--- src/rtl/ptbl_pkg.sv ---
`default_nettype none
package ptbl_pkg;

    localparam int TableDepthDef = 1024;
    localparam int BatchLenDef   = 64;
    localparam int TokenBitsDef  = 16;

    localparam int IN_W       = 144;
    localparam int OUT_W      = 16;
    localparam int CFG_ADDR_W = 2;
    localparam int CFG_DATA_W = 64;
    localparam int BUCKET_W   = 10;

    localparam logic [15:0] LIMIT_RESET  = 16'd16;
    localparam logic [15:0] REFILL_RESET = 16'd1;

    // Rounds per item: two per message block, two for the length block, four to finish.
    localparam int HASH_ROUNDS_V4 = 8;
    localparam int HASH_ROUNDS_V6 = 10;

    localparam logic [63:0] SIP_C0 = 64'h736f6d6570736575;
    localparam logic [63:0] SIP_C1 = 64'h646f72616e646f6d;
    localparam logic [63:0] SIP_C2 = 64'h6c7967656e657261;
    localparam logic [63:0] SIP_C3 = 64'h7465646279746573;

    typedef enum logic [2:0] {
        ACT_CHECK_V4  = 3'd0,
        ACT_CHECK_V6  = 3'd1,
        ACT_RETURN_V4 = 3'd2,
        ACT_RETURN_V6 = 3'd3,
        ACT_TICK      = 3'd4
    } action_t;

    typedef enum logic [1:0] {
        REG_KEY_LOW     = 2'd0,
        REG_KEY_HIGH    = 2'd1,
        REG_TOKEN_LIMIT = 2'd2,
        REG_REFILL      = 2'd3
    } cfg_reg_t;

    typedef enum logic [1:0] {
        MSG_W0  = 2'd0,
        MSG_W1  = 2'd1,
        MSG_LEN = 2'd2
    } msg_sel_t;

    typedef enum logic [3:0] {
        ST_CLEAR,
        ST_IDLE,
        ST_HASH,
        ST_MSTART,
        ST_MOD,
        ST_READ,
        ST_UPDATE,
        ST_TICK,
        ST_DONE
    } state_t;

    typedef struct packed {
        logic     load;
        logic     hash_round;
        logic     xor_in;
        logic     xor_out;
        logic     xor_ff;
        msg_sel_t msg_sel;
        logic     mod_start;
        logic     rd_bucket;
        logic     tick_rd;
        logic     wr_en;
        logic     clear_wr;
        logic     commit;
    } ptbl_cmd_t;

    typedef struct packed {
        logic mod_done;
        logic out_free;
        logic is_v6;
    } ptbl_status_t;

    typedef struct packed {
        logic [63:0] v0;
        logic [63:0] v1;
        logic [63:0] v2;
        logic [63:0] v3;
    } sip_state_t;

    function automatic logic [63:0] rotl64(input logic [63:0] x, input int r);
        return (x << r) | (x >> (64 - r));
    endfunction

    function automatic sip_state_t sip_round(input sip_state_t s);
        sip_state_t t;
        t = s;
        t.v0 = t.v0 + t.v1;
        t.v1 = rotl64(t.v1, 13) ^ t.v0;
        t.v0 = rotl64(t.v0, 32);
        t.v2 = t.v2 + t.v3;
        t.v3 = rotl64(t.v3, 16) ^ t.v2;
        t.v0 = t.v0 + t.v3;
        t.v3 = rotl64(t.v3, 21) ^ t.v0;
        t.v2 = t.v2 + t.v1;
        t.v1 = rotl64(t.v1, 17) ^ t.v2;
        t.v2 = rotl64(t.v2, 32);
        return t;
    endfunction

    function automatic logic [63:0] bswap64(input logic [63:0] x);
        logic [63:0] r;
        for (int i = 0; i < 8; i++)
        begin
            r[8*i +: 8] = x[8*(7-i) +: 8];
        end
        return r;
    endfunction

endpackage
`default_nettype wire

--- src/rtl/ptbl_ctrl.sv ---
`default_nettype none
module ptbl_ctrl #(
    parameter int TABLE_DEPTH = ptbl_pkg::TableDepthDef,
    parameter int BATCH_LEN   = ptbl_pkg::BatchLenDef
) (
    input  wire logic                            clk,
    input  wire logic                            rst_n,
    input  wire logic                            in_valid,
    input  wire logic [2:0]                      in_action,
    output logic                                 in_ready,
    input  wire ptbl_pkg::ptbl_status_t          status,
    output ptbl_pkg::ptbl_cmd_t                  cmd,
    output logic [$clog2(TABLE_DEPTH):0]         step
);
    import ptbl_pkg::*;

    localparam int CNT_W = $clog2(TABLE_DEPTH) + 1;
    localparam int SIZE  = (BATCH_LEN > TABLE_DEPTH || BATCH_LEN == 0) ?
                           TABLE_DEPTH : BATCH_LEN;

    state_t           state_reg, state_next;
    logic [CNT_W-1:0] cnt_reg, cnt_next;
    logic [3:0]       k;
    logic [3:0]       blk_rounds;
    logic [2:0]       n_blocks;
    logic [CNT_W-1:0] hash_last;

    assign k          = cnt_reg[3:0];
    assign blk_rounds = status.is_v6 ? 4'd6 : 4'd4;
    assign n_blocks   = status.is_v6 ? 3'd2 : 3'd1;
    assign hash_last  = status.is_v6 ? CNT_W'(HASH_ROUNDS_V6 - 1) :
                                       CNT_W'(HASH_ROUNDS_V4 - 1);
    assign step       = cnt_reg;

    always_ff @(posedge clk or negedge rst_n)
    begin
        if (!rst_n)
        begin
            state_reg <= ST_CLEAR;
            cnt_reg   <= '0;
        end
        else
        begin
            state_reg <= state_next;
            cnt_reg   <= cnt_next;
        end
    end

    always_comb
    begin
        state_next = state_reg;
        cnt_next   = cnt_reg;
        in_ready   = 1'b0;
        cmd        = '0;
        cmd.msg_sel = MSG_W0;
        case (state_reg)
            ST_CLEAR:
            begin
                cmd.clear_wr = 1'b1;
                if (cnt_reg == CNT_W'(TABLE_DEPTH - 1))
                begin
                    state_next = ST_IDLE;
                    cnt_next   = '0;
                end
                else
                begin
                    cnt_next = cnt_reg + 1'b1;
                end
            end
            ST_IDLE:
            begin
                in_ready = 1'b1;
                if (in_valid)
                begin
                    cmd.load = 1'b1;
                    cnt_next = '0;
                    if (in_action inside {ACT_CHECK_V4, ACT_CHECK_V6,
                                          ACT_RETURN_V4, ACT_RETURN_V6})
                    begin
                        state_next = ST_HASH;
                    end
                    else if (in_action == ACT_TICK)
                    begin
                        state_next = ST_TICK;
                    end
                    else
                    begin
                        state_next = ST_DONE;
                    end
                end
            end
            ST_HASH:
            begin
                cmd.hash_round = 1'b1;
                cmd.xor_in     = (k < blk_rounds) && !k[0];
                cmd.xor_out    = (k < blk_rounds) && k[0];
                cmd.xor_ff     = (k == blk_rounds);
                if (k[3:1] < n_blocks)
                begin
                    cmd.msg_sel = (k[3:1] == 3'd0) ? MSG_W0 : MSG_W1;
                end
                else
                begin
                    cmd.msg_sel = MSG_LEN;
                end
                if (cnt_reg == hash_last)
                begin
                    state_next = ST_MSTART;
                    cnt_next   = '0;
                end
                else
                begin
                    cnt_next = cnt_reg + 1'b1;
                end
            end
            ST_MSTART:
            begin
                cmd.mod_start = 1'b1;
                state_next    = ST_MOD;
            end
            ST_MOD:
            begin
                if (status.mod_done)
                begin
                    state_next = ST_READ;
                end
            end
            ST_READ:
            begin
                cmd.rd_bucket = 1'b1;
                state_next    = ST_UPDATE;
            end
            ST_UPDATE:
            begin
                if (status.out_free)
                begin
                    cmd.wr_en  = 1'b1;
                    cmd.commit = 1'b1;
                    state_next = ST_IDLE;
                end
            end
            ST_TICK:
            begin
                // Reads run one entry ahead of the writes.
                cmd.tick_rd = (cnt_reg < CNT_W'(SIZE));
                cmd.wr_en   = (cnt_reg != '0);
                if (cnt_reg == CNT_W'(SIZE))
                begin
                    state_next = ST_DONE;
                    cnt_next   = '0;
                end
                else
                begin
                    cnt_next = cnt_reg + 1'b1;
                end
            end
            ST_DONE:
            begin
                if (status.out_free)
                begin
                    cmd.commit = 1'b1;
                    state_next = ST_IDLE;
                end
            end
            default:
            begin
                state_next = ST_IDLE;
            end
        endcase
    end

endmodule
`default_nettype wire

--- config.mk ---
export PLATFORM = sky130hd
export DESIGN_NAME = ptbl_ctrl
export DESIGN_NICKNAME = d
export VERILOG_FILES = /design/src/rtl/ptbl_pkg.sv /design/src/rtl/ptbl_ctrl.sv
export SDC_FILE = /design/constraint.sdc
export NUM_CORES = 1
export LEC_CHECK = 0
export BUFFER_PORTS_ARGS = -buffer_cell sky130_fd_sc_hd__buf_2
export CORE_AREA = 2 2 64 66
export DETAILED_ROUTE_END_ITERATION = 8
export DIE_AREA = 0 0 66 68
export HOLD_SLACK_MARGIN = 0.05
export PLACE_DENSITY_LB_ADDON = 0.15
export SLEW_MARGIN = 15
export SYNTH_ARGS = -nofsm -noshare
export SYNTH_HDL_FRONTEND = slang
export SYNTH_SLANG_ARGS = --single-unit
--- constraint.sdc ---
create_clock -name clk -period 2.3 [get_ports clk]
set_input_delay 0.345 -clock clk [delete_from_list [all_inputs] [get_ports clk]]
set_output_delay 0.345 -clock clk [all_outputs]
set_load 0.02 [all_outputs]
======== After elaboration in Yosys (flattened, before gate mapping) ========
Cells that the tools add are included.
word-level totals
  register bits ........................... 15
  input port bits ......................... 9
  output and inout port bits .............. 25
  logic and storage cells ................. 70
operators by class
  $add $sub $neg .......................... 1
  $lt $le $gt $ge ......................... 3
  equality and inequality tests ........... 22
  multiplexer cells ....................... 30
  reductions and logical operators ........ 12
operators with widths
  operator                 number
  $mux W11                 4
  $pmux W11 S4             1
  $mux W4                  9
  $pmux W4 S8              1
  $eq A4 B3 Y1 const B     4
  $add A11 B1 Y11 const B  1
  $eq A11 B10 Y1 const B   1
  $eq A11 B4 Y1            1
  $eq A11 B7 Y1 const B    1
  $lt A11 B7 Y1 const B    1
  $reduce_bool A11 Y1      1
  $mux W1                  10
  $ne A2 B2 Y1 const B     5
  $eq A4 B2 Y1 const B     2
  $reduce_bool A4 Y1       2
  $eq A3 B2 Y1 const B     2
  $logic_not A3 Y1         2
  $mux W2                  3
  $mux W6                  1
  $reduce_and A6 Y1        1
  $eq A4 B1 Y1 const B     1
  $eq A4 B3 Y1             1
  $eq A4 B4 Y1 const B     1
  $logic_not A4 Y1         1
  other kinds (10)         11

======== Longest topological paths before layout ========
Gate-level depths: netlist of the first run.
  depth in word-level cells ............... 5
  mapped depth ............................ 8
  gate-level depth less buffers ........... 8

======== Least setup slack after synthesis of the first run ========
OpenSTA, ideal clock, no wires.
  path type ............................... register -> register
  start point ............................. reg cnt_reg[1] (netlist: step[1])
  end point ............................... reg state_reg[0]
  arrival ................................. 2.048 ns
  setup slack ............................. 0.127 ns
  cell stages (with the launch flop) ...... 9
  buffers on the path ..................... 0
  period minus slack after synthesis ...... 2.173 ns
  cells stage by stage .................... dfrtp_1 inv_1 ha_1 and3b_1 nand4_1 a21oi_2 mux2i_4 a21oi_4 mux2_4
between the ends
  longest elaborated chain between the ends .. 3
  elaborated cells on any way between the ends .. 7
  classes of those cells .................. eq/ne: 6; reduce/logical: 1
RTL lines
  what                                   line              source
  start, declared                        ptbl_ctrl.sv:22   logic [CNT_W-1:0] cnt_reg, cnt_next;
  start signal, assigned                 ptbl_ctrl.sv:45   cnt_reg <= cnt_next;
  $eq A11 B7 Y1 (tied with other cells)  ptbl_ctrl.sv:147  if (cnt_reg == CNT_W'(SIZE))
  $ne A2 B2 Y1 (no line)                 n/a
  $reduce_and A6 Y1 (no line) *          n/a
  end signal, assigned                   ptbl_ctrl.sv:44   state_reg <= state_next;
  end, declared                          ptbl_ctrl.sv:21   state_t state_reg, state_next;
Mark *: on every way between the ends. The rest lies on a longest branch, timed or not.
A chain may end at the register's enable or synchronous reset.

==> results of run 1 <==
==> Yosys cell counts (2+ instances only) <==
library cell	instances
dfrtp_1	15
nor2_1	15
nand2_1	11
inv_1	8
o21ai_0	8
nand3_1	6
nor3_1	6
buf_6	5
ha_1	5
a21oi_1	4
nand2b_1	4
or3_1	4
a31oi_1	3
and3_1	3
nor3b_1	3
a221o_1	2
a32o_1	2
inv_2	2
nand2_2	2
nand4_1	2
nor4_1	2
o211ai_1	2
o22ai_1	2
o31a_2	2
o31ai_1	2
or2_2	2
xnor2_1	2
xor2_1	2
==> final cells by class <==
class	instances	area [um2]
timing repair buffer	46	265
fill	401	2180
tap	50	62.6
inverter	11	42.5
clock inverter	1	5.00
multi-input combinational	121	883
clock buffer	3	41.3
sequential	15	377
==> repair_timing <==
item	4_1_cts	5_1_grt
endpoints found under the setup margin	1	6
pin swaps	0	1
gates resized for setup	1	3
hold buffers	1	0
hold endpoints to repair	15	0
setup buffers	0	1
==> cell families (layout without fill, tap and decap cells) <==
family	count (synthesis)	after routing	synth area share, %
multiplexers	3	3	3.61
AO/OA/AOI/OAI	36	36	20.8
flip-flops	15	15	27.8
buffers and inverters	18	61	8.25
AND/OR/NAND/NOR	73	73	32.3
XOR/XNOR	4	4	2.60
adder cells (fa/ha/maj)	5	5	4.63
==> power by group through the flow <==
stage	Combinational (W)	Clock [W]	Sequential [W]
after floorplan	0.00000571	0	0.000269
after global placement	0.0000217	0	0.000269
after detailed placement	0.0000225	0	0.000269
after CTS	0.0000241	0.000223	0.000264
after global routing	0.0000270	0.000241	0.000264
final	0.0000240	0.000217	0.000264
==> worst paths after layout <==
path	startpoint	depth (start not counted)	slack, ps	endpoint
worst max-delay path	state_reg[2]	5	120	cmd[8]
worst min-delay path	in_action[2]	4	480	state_reg[0]
worst max register to register	step[1]	8	190	state_reg[0]
worst min register to register	step[0]	2	630	step[0]
max in group asynchronous	rst_n	2	1470	step[1]
min in group asynchronous	rst_n	2	540	state_reg[1]
==> per-stage QoR <==
step,hold slack (ps),setup WS [ps],instances
floorplan,49.4,127,154
global placement,284,90.8,241
detailed placement,281,47.8,241
CTS,474,74.0,246
global route,481,33.7,247
finish,478,124,247
==> critical path, delay by kind of cell (launching register included) <==
| kind | cells | cell delay, ps |
|---|---|---|
| buffers and inverters | 1 | 220 |
| AND/OR/NAND/NOR | 4 | 940 |
| flip-flops | 1 | 430 |
==> metal layers <==
metal	track usage, %	share of wire (%)	routed length, um	vias up
li1	-	-	-	641
met2	30.7	49	1790	41
met1	20.7	43	1570	619
met3	2.96	4.2	152	12
met4	9.44	3.0	107	0
met5	0	0	0	-
==> reports/qor.csv, run 1 <==
metric,value,unit
ys_ff_latch,15,
groute.usage.overall,17.6,%
ir_worst_vdd,234,uV
cp_cell_sequence,nand2b_4 > or3_4 > nor2_1 > nor4b_2 > buf_2,
p_switching,0.000111,W
crit_slowest_cell,dfrtp_1,
yosys.area.top_type,dfrtp_1,
setup_viol,0,
cp-end-kind,output pin,
cts.path.max_buffers,2,
layout_commonest_cell,buf_2,
cts_tree,built,
top_level_ports,34,
hold_viol_final,0,
drtIter0Drc,96,
worstHoldPathType,input port to flip-flop,
slew_violations,0,
clock_skew,1.61,ps
p_sw_share,22.1,%
syn_area_per_cell,8.77,um2
dr.pass1.iters,4,
finalNetCount,212,
final_util,43.5,%
critPathMaxFanout,5,
worst_pin_slew,368,ps
synthArstFlopShare,100,%
drc,0,
max_freq,0.459,GHz
grt_max_degree,16,
mostFrequentLayoutCells,"buf_2 (33), nor2_1 (15), dfrtp_1 (14), buf_4 (12), nand2_1 (11)",
die_height,68,um
cp.required,1960,ps
overflow,0,
largest_reg_flops,11,
dpl_cell_area,0.00159,mm2
clock_latency,250,ps
synth_area,0.00135,mm2
period_needed,2180,ps
grt_pass1_vias,1275,
synth_cell_types,56,
slowest_delay,430,ps
period_share,94.6,%
intPower,0.000393,W
vias_per_cell,5.32,
worstPathArrival,1830,ps
comb_power_share,4.8,%
synth_edf_count,0,
cts_buffers,3,
ys_seq_area_share,27.8,%
cts-htree-levels,1,
ys.flop_type,dfrtp_1,
maxSlewHeadroom,74.9,%
dpl.hpwl,2820,um
grt_antenna_before_repair,0,
gp_congestion,0.915,
grt_pass1_wl,5920,um
cts_sinks,15,
finalInstanceArea,0.00168,mm2
rsz0062_at_grt,no,
num_vias,1313,
wl,3610,um
synth_top_area_share,27.8,%
syn2layout_area_growth,24.2,%
core,0.00386,mm2
synth_fp_nets,168,
n_antenna_cell,0,
num_rows,23,
power.density,301,mW/mm2
maxCapViolCount,0,
drtAntennaViolNets,0,
p_seq_share,52.3,%
wl_per_cell,14.6,um
synthTopCellsByArea,"dfrtp_1 (28%), ha_1 (4.6%), buf_6 (4.2%), nor2_1 (4.2%), nand2_1 (3.1%)",
timing.setup.tns,0,ps
p_clk_share,42.9,%
die_x,66,um
power,0.000504,W
cts.clk_slew.worst_paths,60,ps
startpoint_type,flip-flop,
p_leak,0.731,nW
io_buffers,33,
status,finished clean,
dieArea,0.00449,mm2
ys_warn_count,0,
start_util,35.0,%
netlist_instances,154,
root_buffer,clkbuf_8,
critPathKind,flip-flop to output pin,
drive_gt1_share,39.1,%
(Power assumes the default switching activity.)
==> run 2: changes to the inputs <==
- RECOVER_POWER: not set -> 25
==> reports/qor.csv, run 2 (same netlist as run 1, synthesis figures left out) <==
metric,value,unit,change
status,finished clean,,
root_buffer,clkbuf_8,,
dpl_cell_area,0.00159,mm2,unchanged
period_share,94.6,%,unchanged
cts_tree,built,,
mostFrequentLayoutCells,"buf_2 (32), nor2_1 (15), dfrtp_1 (14), buf_4 (12), nand2_1 (11)",,
power.density,301,mW/mm2,about the same
r2r_slack,190,ps,about the same
grt_pass1_wl,5920,um,unchanged
ir_worst_vdd,234,uV,unchanged
groute.usage.overall,17.6,%,unchanged
die_height,68,um,unchanged
n_antenna_cell,0,,unchanged
clock_latency,250,ps,about the same
start_util,35.0,%,unchanged
drtAntennaViolNets,0,,unchanged
wl,3610,um,about the same
worst_slack,124,ps,unchanged
wl_per_cell,14.6,um,about the same
min_to,state_reg[0],,
power,0.000504,W,about the same
dieArea,0.00449,mm2,unchanged
cts-htree-levels,1,,unchanged
critPathMaxFanout,5,,unchanged
critPathKind,flip-flop to output pin,,
maxCapViolCount,0,,unchanged
cp-end-kind,output pin,,
io_buffers,33,,unchanged
top_level_ports,34,,unchanged
num_vias,1313,,unchanged
grt_max_degree,16,,unchanged
clock_skew,1.61,ps,unchanged
max_freq,0.459,GHz,unchanged
num_rows,23,,unchanged
period_needed,2180,ps,unchanged
largest_reg_flops,11,,unchanged
drtIter0Drc,96,,unchanged
setup_viol,0,,unchanged
startpoint_type,flip-flop,,
cts_sinks,15,,unchanged
worst_hold_slack,478,ps,unchanged
r2r_end,state_reg[0],,
cts.path.max_buffers,2,,unchanged
worstHoldPathType,input port to flip-flop,,
min_path_cells,4,,unchanged
finalNetCount,212,,unchanged
syn2layout_area_growth,24.1,%,about the same
worstPathArrival,1830,ps,about the same
min_from,in_action[2],,
maxSlewHeadroom,40.2,%,-35 points
cts_buffers,3,,unchanged
reg2reg_from,step[1],,
overflow,0,,unchanged
cts.clk_slew.worst_paths,60,ps,about the same
worstRegToRegCells,8,,unchanged
pre_cts_slack,47.8,ps,unchanged
cp.required,1960,ps,about the same
p_leak,0.728,nW,-0.38%
dr.pass1.iters,4,,unchanged
grt_pass1_vias,1275,,unchanged
hold_viol_final,0,,unchanged
die_x,66,um,unchanged
fillers,402,,+0.25%
gp_congestion,0.915,,unchanged
layout_commonest_cell,buf_2,,
core,0.00386,mm2,unchanged
worst_pin_slew,897,ps,+529 ps
drive_gt1_share,38.6,%,-0.51 points
grt_antenna_before_repair,0,,unchanged
dpl.hpwl,2820,um,unchanged
drc,0,,unchanged
slew_violations,0,,unchanged
timing.setup.tns,0,ps,unchanged
rsz0062_at_grt,no,,
finalInstanceArea,0.00168,mm2,about the same
vias_per_cell,5.32,,unchanged
## run 2: metal layers
metal | GRT usage (%) | vias to the layer above | part of all wire [%]
li1 | - | 641 | -
met1 | 20.7 | 619 | 43
met2 | 30.7 | 41 | 49
met3 | 2.96 | 12 | 4.2
met4 | 9.44 | 0 | 3.0
met5 | 0 | - | 0
## run 2: critical path, cell delays in order (launching register included)
cell,delay (ps)
dfrtp_1,430
nand2b_4,180
or3_4,370
nor2_1,140
nor4b_2,250
buf_2,220
## run 2: final cells by class
class | count | area (um2) | area share, %
inverters | 11 | 42.5 | 2.54
multi-input cells | 121 | 883 | 52.7
flip-flops and latches | 15 | 377 | 22.5
clock inverters | 1 | 5.00 | 0.299
repair buffers | 46 | 264 | 15.8
clock buffers | 3 | 41.3 | 2.46
well taps | 50 | 62.6 | 3.73
## run 2: worst max path at each step
stage | from | slack (ps) | cells after the start | to
detailed placement | status[0] | 50 | 9 | state_reg[0]
global route | state_reg[2] | 30 | 6 | cmd[10]
CTS | step[1] | 70 | 8 | state_reg[0]
global placement | status[0] | 90 | 9 | state_reg[0]
finish | state_reg[2] | 120 | 5 | cmd[8]
floorplan | step[1] | 130 | 8 | state_reg[0]
## run 2: repair_timing
action | 4_1_cts | 5_1_grt
endpoints found under the setup margin | 1 | 6
pin swaps | 0 | 1
hold endpoints to repair | 15 | 0
buffers inserted | 0 | 1
gates resized for setup | 1 | 3
cloned | 0 | 0
hold buffers | 1 | 0
## run 2: metrics by stage
stage	utilization (%)	std cells
final	43.4	247
after CTS	42.9	246
after global routing	43.4	247
after floorplan	-	154
after detailed placement	41.3	241
after global placement	41.3	241
## run 2: power breakdown
group	internal (W)	switching, W	total (W)	leakage (nW)
Sequential	0.000264	0	0.000264	0.173
Clock	0.000120	0.0000966	0.000217	0.0255
Combinational	0.00000893	0.0000148	0.0000237	0.529
Total	0.000393	0.000111	0.000504	0.728
==> run 3: changes to the inputs <==
- CORE_AREA: 2 2 64 66 -> 2 2 58 60
- DIE_AREA: 0 0 66 68 -> 0 0 60 62
- SLEW_MARGIN: 15 -> 25
==> reports/qor.csv, run 3 (same netlist as run 1, synthesis figures left out) <==
metric,value,unit,change
setup_viol,0,,unchanged
finalInstanceArea,0.00167,mm2,-0.45%
drtIter0Drc,50,,-48%
slew_violations,0,,unchanged
top_level_ports,34,,unchanged
cts-htree-levels,1,,unchanged
cts_buffers,3,,unchanged
critPathKind,flip-flop to output pin,,
worstHoldPathType,input port to flip-flop,,
vias_per_cell,5.41,,+1.7%
die_height,62,um,-8.8%
worstPathArrival,1860,ps,+30 ps
power.density,269,mW/mm2,-10%
grt_antenna_before_repair,0,,unchanged
period_needed,2200,ps,+28.1 ps
grt_pass1_wl,5810,um,-1.9%
syn2layout_area_growth,23.5,%,
clock_skew,7.79,ps,+6.18 ps
crit_buf_inv,1,,unchanged
slowest_delay,420,ps,about the same
maxSlewHeadroom,42.0,%,+1.8 points
drc,0,,unchanged
largest_reg_flops,11,,unchanged
cts.clk_slew.worst_paths,100,ps,+40 ps
cp_cell_sequence,nand2b_1 > or3_4 > nor2_1 > nor4b_2 > buf_4,,
dr.pass1.iters,4,,unchanged
cts_sinks,15,,unchanged
drive_gt1_share,38.6,%,unchanged
critPathMaxFanout,5,,unchanged
crit_slowest_cell,dfrtp_1,,
period_share,95.8,%,+1.2 points
drtAntennaViolNets,0,,unchanged
power,0.000449,W,-11%
dpl_cell_area,0.00159,mm2,-0.31%
num_rows,21,,-8.7%
cts_tree,built,,
grt_pass1_vias,1281,,+0.47%
wl,3470,um,-3.8%
dieArea,0.00372,mm2,-17%
gp_congestion,0.828,,-9.5%
cts.path.max_buffers,2,,unchanged
start_util,42.5,%,+7.5 points
die_x,60,um,-9.1%
io_buffers,33,,unchanged
overflow,0,,unchanged
finalNetCount,212,,unchanged
core,0.00318,mm2,-18%
num_vias,1314,,+0.076%
p_leak,0.722,nW,-0.89%
maxCapViolCount,0,,unchanged
root_buffer,clkbuf_4,,
cp.required,1960,ps,about the same
groute.usage.overall,20.5,%,+2.9 points
clock_latency,300,ps,+50 ps
layout_commonest_cell,buf_2,,
hold_viol_final,0,,unchanged
startpoint_type,flip-flop,,
wl_per_cell,14.3,um,-2.2%
rsz0062_at_grt,yes,,
max_freq,0.454,GHz,-1.3%
worst_pin_slew,870,ps,-27.2 ps
n_antenna_cell,0,,unchanged
crit_family,simple AND/OR/NAND/NOR gates,,
dpl.hpwl,2670,um,-5.3%
ir_worst_vdd,174,uV,-26%
status,finished clean,,
mostFrequentLayoutCells,"buf_2 (31), nor2_1 (15), dfrtp_1 (14), buf_4 (13), nand2_1 (11)",,
cp-end-kind,output pin,,
grt_max_degree,16,,unchanged
[run 3: timing repair]
| action | 4_1_cts | 5_1_grt |
|---|---|---|
| buffers inserted | 0 | 1 |
| endpoints found under the setup margin | 1 | 8 |
| pin swaps | 0 | 1 |
| hold buffers | 1 | 0 |
| endpoints found under the hold margin | 15 | 0 |
| gates resized for setup | 1 | 7 |
[run 3: worst reg2reg max path: cells and delay by family (launching register included)]
family	cells	cell delay (ps)
multiplexers	2	480
AO/OA/AOI/OAI	2	460
flip-flops	1	420
adder cells (fa/ha/maj)	1	320
AND/OR/NAND/NOR	2	310
buffers and inverters	1	100
[run 3: metrics by stage]
stage	worst slack [ps]	hold WS, ps	instances	utilization (%)	setup TNS [ps]
after detailed placement	9.31	284	237	49.9	0
after floorplan	127	49.4	154	-	0
after CTS	32.8	440	242	51.3	0
after global routing	-12.8	461	243	52.5	-15.4
after global placement	110	286	237	49.9	0
final	95.5	441	243	52.5	0
[run 3: worst paths after layout]
path                               from      endpoint  slack [ps]  cells after the start
setup / recovery           state_reg[2]        cmd[8]         100                      5
hold reg to reg                 step[0]       step[0]         640                      2
max in group asynchronous         rst_n       step[1]        1040                      2
setup reg to reg                step[1]  state_reg[0]         120                      8
hold / removal             in_action[2]  state_reg[0]         440                      4
min in group asynchronous         rst_n  state_reg[1]         660                      2
[run 3: report_power, final]
group          internal (W)  total [W]  leakage (nW)  switching, W
logic            0.00000915  0.0000237         0.530     0.0000146
registers          0.000264   0.000264         0.173             0
clock network     0.0000648   0.000162        0.0177     0.0000974
total              0.000337   0.000449         0.722      0.000112
[run 3: routing by layer]
metal	track usage, %	vias up	routed length (um)
li1	-	647	-
met1	28.3	634	1640
met2	33.4	31	1650
met3	4.14	2	176
met4	4.13	0	13
met5	0	-	0
[run 3: final cells by class]
| class | count | area (um2) |
|---|---|---|
| fillers | 326 | 1510 |
| multi-input cells | 121 | 897 |
| flip-flops and latches | 15 | 377 |
| repair buffers | 46 | 267 |
| well taps | 46 | 57.6 |
| inverters | 11 | 42.5 |
| clock buffers | 3 | 22.5 |
| clock inverters | 1 | 5.00 |
